--- config.mk ---
export PLATFORM = sky130hd
export DESIGN_NAME = gld_ctrl
export DESIGN_NICKNAME = d
export VERILOG_FILES = /design/src/rtl/core/gld_pkg.sv /design/src/rtl/core/gld_ctrl.sv
export SDC_FILE = /design/constraint.sdc
export NUM_CORES = 1
export LEC_CHECK = 0
export ABC_AREA = 1
export ABC_CLOCK_PERIOD_IN_PS = 1500
export BUFFER_PORTS_ARGS = -buffer_cell sky130_fd_sc_hd__buf_4
export CAP_MARGIN = 20
export CORE_MARGIN = 1.5
export CORE_UTILIZATION = 41
export CTS_CLUSTER_SIZE = 28
export DETAILED_ROUTE_END_ITERATION = 6
export GPL_TIMING_DRIVEN = 0
export PLACE_DENSITY = 0.84
export RECOVER_POWER = 100
export SYNTH_ARGS = -nofsm -noshare
export SYNTH_HDL_FRONTEND = slang
export SYNTH_SLANG_ARGS = --single-unit
--- constraint.sdc ---
create_clock -name i_clk -period 1.5 [get_ports i_clk]
set_input_delay 0.15 -clock i_clk [delete_from_list [all_inputs] [get_ports i_clk]]
set_output_delay 0.15 -clock i_clk [all_outputs]
set_load 0.03 [all_outputs]
--- src/rtl/core/gld_pkg.sv ---
// ----------------------------------------------------------------------------
// gld_pkg
// Shared constants, codes and controller/datapath structs for the GIF LZW
// code decoder.
// ----------------------------------------------------------------------------
package gld_pkg;

    // Default sizing
    localparam int MAX_CODE_BITS = 12;
    localparam int STACK_DEPTH   = 8192;
    localparam int ACCUM_BITS    = 32;

    // Fixed field widths
    localparam int KIND_W   = 2;
    localparam int BYTE_W   = 8;
    localparam int STATUS_W = 3;
    localparam int PIX_W    = 11;
    localparam int MIN_W    = 4;
    localparam int EPOCH_W  = 8;

    // Register port
    localparam int APB_DATA_W = 32;
    localparam int APB_ADDR_W = 3;
    localparam logic [MIN_W-1:0] MIN_CODE_RESET = 4'd8;
    localparam logic [APB_ADDR_W-3:0] REG_MIN_CODE_SIZE = '0;

    // Item kinds
    localparam logic [KIND_W-1:0] KIND_FEED  = 2'd0;
    localparam logic [KIND_W-1:0] KIND_READ  = 2'd1;
    localparam logic [KIND_W-1:0] KIND_START = 2'd2;

    typedef enum logic [STATUS_W-1:0] {
        ST_ACCEPTED = 3'd0,
        ST_PIXEL    = 3'd1,
        ST_NEED     = 3'd2,
        ST_END      = 3'd3,
        ST_CORRUPT  = 3'd4,
        ST_OVERFLOW = 3'd5
    } t_status;

    typedef enum logic [1:0] {
        PIX_ZERO,
        PIX_CODE,
        PIX_STACK,
        PIX_SUFFIX
    } t_pix_src;

    typedef enum logic [3:0] {
        S_IDLE,
        S_DISPATCH,
        S_POPD,
        S_DECODE,
        S_CLEAR,
        S_SWEEP,
        S_TAKE,
        S_CHAIN,
        S_RESP
    } t_state;

    // Controller to datapath
    typedef struct packed {
        logic     load;
        logic     feed;
        logic     start;
        logic     pop;
        logic     rebuild;
        logic     sweep_step;
        logic     take;
        logic     set_root;
        logic     set_pending;
        logic     set_finished;
        logic     walk_begin;
        logic     walk_step;
        logic     final_step;
        logic     clear_stack;
        logic     res_load;
        t_status  res_status;
        t_pix_src res_pix;
        logic     emit;
    } t_cmd;

    // Datapath to controller
    typedef struct packed {
        logic [KIND_W-1:0] kind;
        logic acc_full;
        logic stack_nonempty;
        logic finished;
        logic pending;
        logic clr_ok;
        logic epoch_max;
        logic sweep_last;
        logic code_ok;
        logic code_clr;
        logic code_end;
        logic code_gt_clr;
        logic cur_ge_clr;
        logic self_loop;
        logic stack_full_next;
        logic out_free;
    } t_sts;

endpackage

--- src/rtl/core/gld_ctrl.sv ---
// ----------------------------------------------------------------------------
// gld_ctrl
// Decoder sequencer: steps one word at a time through dispatch, stack pop,
// clear, sweep, code take, chain walk and result hand-off.
// ----------------------------------------------------------------------------
module gld_ctrl (
    input  logic          i_clk,
    input  logic          i_rst_n,
    input  logic          i_in_valid,
    output logic          o_in_ready,
    input  gld_pkg::t_sts i_sts,
    output gld_pkg::t_cmd o_cmd
);

    gld_pkg::t_state r_state;
    gld_pkg::t_state n_state;

    // State register
    always_ff @(posedge i_clk) begin
        if (!i_rst_n) begin
            r_state <= gld_pkg::S_IDLE;
        end else begin
            r_state <= n_state;
        end
    end

    // Next state
    always_comb begin
        n_state = r_state;
        case (r_state)
            gld_pkg::S_IDLE: begin
                if (i_in_valid) n_state = gld_pkg::S_DISPATCH;
            end
            gld_pkg::S_DISPATCH: begin
                n_state = gld_pkg::S_RESP;
                if (i_sts.kind == gld_pkg::KIND_READ) begin
                    if (i_sts.stack_nonempty) n_state = gld_pkg::S_POPD;
                    else if (!i_sts.finished) n_state = gld_pkg::S_DECODE;
                end
            end
            gld_pkg::S_POPD: n_state = gld_pkg::S_RESP;
            gld_pkg::S_DECODE: begin
                if (!i_sts.pending) n_state = gld_pkg::S_TAKE;
                else if (i_sts.clr_ok) n_state = gld_pkg::S_CLEAR;
                else n_state = gld_pkg::S_RESP;
            end
            gld_pkg::S_CLEAR: begin
                n_state = i_sts.epoch_max ? gld_pkg::S_SWEEP : gld_pkg::S_TAKE;
            end
            gld_pkg::S_SWEEP: begin
                if (i_sts.sweep_last) n_state = gld_pkg::S_TAKE;
            end
            gld_pkg::S_TAKE: begin
                if (!i_sts.code_ok) n_state = gld_pkg::S_RESP;
                else if (i_sts.code_clr) n_state = gld_pkg::S_CLEAR;
                else if (!i_sts.pending && !i_sts.code_end) n_state = gld_pkg::S_CHAIN;
                else n_state = gld_pkg::S_RESP;
            end
            gld_pkg::S_CHAIN: begin
                if (!i_sts.cur_ge_clr || i_sts.self_loop || i_sts.stack_full_next) begin
                    n_state = gld_pkg::S_RESP;
                end
            end
            gld_pkg::S_RESP: begin
                if (i_sts.out_free) n_state = gld_pkg::S_IDLE;
            end
            default: n_state = gld_pkg::S_IDLE;
        endcase
    end

    // Commands
    always_comb begin
        o_cmd = '0;
        o_cmd.res_status = gld_pkg::ST_ACCEPTED;
        o_cmd.res_pix = gld_pkg::PIX_ZERO;
        o_in_ready = 1'b0;
        case (r_state)
            gld_pkg::S_IDLE: begin
                o_in_ready = 1'b1;
                o_cmd.load = i_in_valid;
            end
            gld_pkg::S_DISPATCH: begin
                case (i_sts.kind)
                    gld_pkg::KIND_FEED: begin
                        o_cmd.res_load = 1'b1;
                        if (i_sts.acc_full) begin
                            o_cmd.res_status = gld_pkg::ST_OVERFLOW;
                        end else begin
                            o_cmd.feed = 1'b1;
                        end
                    end
                    gld_pkg::KIND_READ: begin
                        if (i_sts.stack_nonempty) begin
                            o_cmd.pop = 1'b1;
                        end else if (i_sts.finished) begin
                            o_cmd.res_load = 1'b1;
                            o_cmd.res_status = gld_pkg::ST_END;
                        end
                    end
                    gld_pkg::KIND_START: begin
                        o_cmd.start = 1'b1;
                        o_cmd.res_load = 1'b1;
                    end
                    default: o_cmd.res_load = 1'b1;
                endcase
            end
            gld_pkg::S_POPD: begin
                o_cmd.res_load = 1'b1;
                o_cmd.res_status = gld_pkg::ST_PIXEL;
                o_cmd.res_pix = gld_pkg::PIX_STACK;
            end
            gld_pkg::S_DECODE: begin
                if (i_sts.pending && !i_sts.clr_ok) begin
                    o_cmd.res_load = 1'b1;
                    o_cmd.res_status = gld_pkg::ST_CORRUPT;
                end
            end
            gld_pkg::S_CLEAR: o_cmd.rebuild = 1'b1;
            gld_pkg::S_SWEEP: o_cmd.sweep_step = 1'b1;
            gld_pkg::S_TAKE: begin
                if (!i_sts.code_ok) begin
                    o_cmd.res_load = 1'b1;
                    o_cmd.res_status = gld_pkg::ST_NEED;
                end else begin
                    o_cmd.take = 1'b1;
                    if (i_sts.code_clr) begin
                        o_cmd.set_pending = 1'b1;
                    end else if (i_sts.code_end) begin
                        o_cmd.set_finished = 1'b1;
                        o_cmd.res_load = 1'b1;
                        o_cmd.res_status = gld_pkg::ST_END;
                    end else if (i_sts.pending) begin
                        o_cmd.res_load = 1'b1;
                        if (i_sts.code_gt_clr) begin
                            o_cmd.res_status = gld_pkg::ST_CORRUPT;
                        end else begin
                            o_cmd.set_root = 1'b1;
                            o_cmd.res_status = gld_pkg::ST_PIXEL;
                            o_cmd.res_pix = gld_pkg::PIX_CODE;
                        end
                    end else begin
                        o_cmd.walk_begin = 1'b1;
                    end
                end
            end
            gld_pkg::S_CHAIN: begin
                if (i_sts.cur_ge_clr) begin
                    o_cmd.walk_step = 1'b1;
                    if (i_sts.self_loop) begin
                        o_cmd.clear_stack = 1'b1;
                        o_cmd.res_load = 1'b1;
                        o_cmd.res_status = gld_pkg::ST_CORRUPT;
                    end else if (i_sts.stack_full_next) begin
                        o_cmd.clear_stack = 1'b1;
                        o_cmd.res_load = 1'b1;
                        o_cmd.res_status = gld_pkg::ST_OVERFLOW;
                    end
                end else begin
                    o_cmd.final_step = 1'b1;
                    o_cmd.res_load = 1'b1;
                    o_cmd.res_status = gld_pkg::ST_PIXEL;
                    o_cmd.res_pix = gld_pkg::PIX_SUFFIX;
                end
            end
            gld_pkg::S_RESP: o_cmd.emit = i_sts.out_free;
            default: ;
        endcase
    end

endmodule

==> results list <==
* Count of cell types in the netlist: 20
- The run finished, with violations left.
- The final reports fail on setup timing.
- Startpoint of the tightest hold check path: i_rst_n
- Count of nets left with antenna violations after detail routing: 0
- The synthesized design contains 4 register bits.
- Most common cell on crit path: sky130_fd_sc_hd__buf_6
- The via count of the first global-routing pass came to 968.
* Detailed-route vias per instance: 5.386
* Number of cells traversed by the worst register-to-register path: 8
- Instance count on the critical path: 6
* Hold buffers post-CTS: 0
- The synthesized netlist devotes 0% of its cell area to XOR and XNOR gates.
- Biggest register: r_state
- Detailed Routing Iterations Pass 1: 4
- Dividing the final minimum period by the clock period gives 105.3%.
- Area grow syn2layout: 85.44%
- The synthesized netlist devotes 7.561% of its cell area to compound gates.
- In the final routing, the length of wire on met1 measures 892 microns.
- Mux cell area share after synthesis: 0%
- Among cell families on the critical path, the largest total delay comes from simple AND/OR/NAND/NOR gates.
- The number of antenna diodes in the final layout is 0.
- Number of cells produced by synthesis: 134
- The initial utilization of the core area, before any placement, comes to 43.94%.
- Most frequent cell after synthesis: sky130_fd_sc_hd__nand2_1
- Setup slack on the worst reg-to-reg path comes out at 0.21 ns.
- Transition time at the pin with the least slew margin: 0.2973 ns
* Total nets after synthesis: 154
- Clock power share: 21.3%
- Setup repair after global routing missed its margin: yes
* Number of rows in the core area: 14
* Routed length on met2: 1438 microns
- Post-synth EDFFs: 0
- For this run, the top clock speed supported by timing is 0.6333 GHz.
- The most critical setup path has its startpoint at r_state[3].
- TritonCTS Buffers: 3
* Pin count of the biggest net entering global routing: 9
* Routed wl met3: 175 microns
* Syn_area_per_cell: 4.939 sq um
* Final Power: 0.0006151 W
- Across all layers, the routed design uses 1088 vias.
- For this run, the share of the core covered by cells in the final layout is 81.48%.
* First-pass GRT wire length: 3926 microns
* Critical path fanouts, max: 4
- Once routing completed, OpenROAD measured the worst setup slack at -0.07895 ns.
- Power spread over the standard cell area amounts to 501.1 nW/um^2.
* Synth top cells by count: 38 x sky130_fd_sc_hd__nand2_1, 27 x sky130_fd_sc_hd__nor2_1, 21 x sky130_fd_sc_hd__inv_1
- The die covers 1865 sq um.
* CTS tree: done
- Initial drt markers: 29
* Aggregate global-route resource usage: 28.08%
- Slowest stage cell, crit path: sky130_fd_sc_hd__dfxtp_4
- For this design the static power due to leakage is 0.6852 nW.
- Summing the sequential cell areas from Yosys gives 12.10% of the chip area.
- Worst EP arrival: 1.43 ns
* Final Hold Vio Count: 0
- Adder and majority gate portion of the synthesized area: 0%
- The longest clock path from root to sink contains 2 buffers.
- Maximum cell stage delay along the critical path: 0.36 ns
- The floorplan step defined a core boundary enclosing 1506 sq um.
- Dividing the detail-routed wire length by the instance count gives 12.81 microns.
* Synth top area cells: sky130_fd_sc_hd__nand2_1 22%, sky130_fd_sc_hd__nor2_1 15%, sky130_fd_sc_hd__dfxtp_1 12%
- Critical R2R Capture: r_state[0]
* Critical path cell sequence: nor2_4, buf_6, nand4_1, nor3b_4, o21ai_2, buf_6
- Die outline width: 43.18 microns
* Relative slew slack: 79.97%
- Number of buffers and inverters on the critical path: 2
- Data required time of the critical path: 1.35 ns
- Antenna violations before repair: 0
* Warnings from Yosys: 0
- The min-delay analysis places its worst path in the category in2reg.
* Dominant combinational cell family by area after synthesis: simple AND/OR/NAND/NOR gates
* Reg-to-reg critical path startpoint: r_state[3]
* Proportion of power drawn by flip-flops and latches: 21.8%
* Worst setup path category: reg2out
- After detailed routing, the number of remaining DRC violations is 0.
- DP HPWL: 1744 microns
- Buffers on Ports: 40
- Setup violations remaining at the end of the flow were counted as 5.
- Number of max-cap violations: 0
- Synth Area in Simple Gates: 65.97%
- Cell internal power was estimated by the tool at 0.0003436 W.
- After detailed routing, no signal wire sits above met4.
- Clock-pin slew was measured on the worst setup and hold paths at 0.03 ns.
- Yosys top cell area share: 21.55%
* Top Registers: r_state (4)
* Clk sinks: 4
- Chip Height: 43.18 microns
- Worst setup SP type: flop
- The worst-case IR drop observed on VDD is 0.6215 mV.
- Logic gate share of total power: 56.9%
* I/O Pins: 42
- End point of the critical path: o_cmd[5]
- The register with the most flip-flops in the layout has 4 of them.
- The routed design could run at a clock period as short as 1.579 ns.
- For this design the total switching power over the nets is 0.0002715 W.
- The most used flip-flop cell after synthesis is sky130_fd_sc_hd__dfxtp_1.
- Nets: 208
* Fraction of layout cells with a size suffix above 1: 49.46%
- The synthesized design spends more area on one cell type than any other, namely sky130_fd_sc_hd__nand2_1.
- STA classifies the critical path endpoint as a primary output.
- Final GP Congestion: 0.8922
* Final WL: 2588 microns
* Switching part of the total: 44.14%
* Post-synthesis cell area: 661.9 sq um
- Between clock sinks in the finished design, the worst skew comes to 0.0002051 ns.
- Leftover overflow at the end of global routing: 0
* Final Slew Violations: 0
* Clk Latency, worst-skew pair: 0.23 ns
- The root buffer cell chosen for the clock tree is sky130_fd_sc_hd__clkbuf_4.
- CTS built an H-tree with a depth of 1.
- Fraction of registers with async set or reset after synthesis: 0%
area by class of cell:
| cell class | instances | area (sq um) |
|---|---|---|
| sequential | 4 | 95.09 |
| tap | 16 | 20.02 |
| timing repair buffer | 49 | 394.1 |
| inverter | 24 | 95.09 |
| buffer | 1 | 5.005 |
| multi-input combinational | 105 | 595.6 |
| fill | 109 | 279.0 |
| clock buffer | 3 | 22.52 |
stage by stage:
stage               hold WS, ns  instances  setup slack, ns  area (sq um)  setup TNS, ns
floorplan                0.2476        134          -0.1214         695.7        -0.1214
detailed placement       0.3563        190          0.09520          1016              0
global placement         0.3448        190          0.09455          1016              0
CTS                      0.1085        200         -0.02176          1172       -0.04144
finish                   0.1156        202         -0.07895          1227        -0.1944
global route             0.1009        202          -0.2095          1227         -1.209
worst min-delay path by stage:
| stage | endpoint | slack [ns] | cells past startpoint |
|---|---|---|---|
| floorplan | r_state[3] | 0.25 | 2 |
| global placement | r_state[3] | 0.34 | 3 |
| detailed placement | r_state[3] | 0.36 | 3 |
| CTS | r_state[3] | 0.11 | 3 |
| global route | r_state[3] | 0.10 | 3 |
| finish | r_state[3] | 0.12 | 3 |
kinds of logic (layout without fill, tap and decap cells):
kind of cell	Yosys count	count (layout)
DFF	4	4
AOI/OAI and AO/OA	10	10
and+or+nand+nor	95	95
buffers and inverters	25	77
what timing repair did:
| action | in CTS | in global routing |
|---|---|---|
| setup buffers | 7 | 2 |
| setup endpoints to repair | 9 | 15 |
| pin swaps | 8 | 13 |
| resized for setup | 28 | 10 |
power by group through the flow:
| stage | clock (W) | combinational (W) | sequential [W] |
|---|---|---|---|
| after floorplan | 0 | 0.000177 | 0.000126 |
| final | 0.000131 | 0.000350 | 0.000134 |
| after global routing | 0.000157 | 0.000377 | 0.000136 |
| after detailed placement | 0 | 0.000284 | 0.000128 |
| after global placement | 0 | 0.000277 | 0.000128 |
| after CTS | 0.000142 | 0.000315 | 0.000133 |
worst min-delay path, delay by kind of cell:
| family | cells | cell delay, ns |
|---|---|---|
| and+or+nand+nor | 1 | 0.04 |
| buffers and inverters | 2 | 0.12 |
per-layer routing:
metal / track usage [%] / vias up
li1: - / 521
met1: 27.25 / 495
met2: 55.52 / 58
met3: 4.681 / 14
met4: 12.73 / 0
met5: 0 / -
layout by cell type (no fill, tap or decap), types with 4 or more instances in the layout:
| cell type | n |
|---|---|
| sky130_fd_sc_hd__inv_1 | 18 |
| sky130_fd_sc_hd__nand3_1 | 7 |
| sky130_fd_sc_hd__nand2_1 | 32 |
| sky130_fd_sc_hd__nor2_2 | 6 |
| sky130_fd_sc_hd__a21oi_1 | 5 |
| sky130_fd_sc_hd__nor2_1 | 24 |
| sky130_fd_sc_hd__nand2_2 | 7 |
| sky130_fd_sc_hd__buf_4 | 42 |
| sky130_fd_sc_hd__buf_6 | 7 |
| sky130_fd_sc_hd__inv_2 | 4 |
| sky130_fd_sc_hd__nor3_2 | 4 |
| sky130_fd_sc_hd__dfxtp_4 | 4 |
Note: power is estimated with default switching activity, not from simulation.
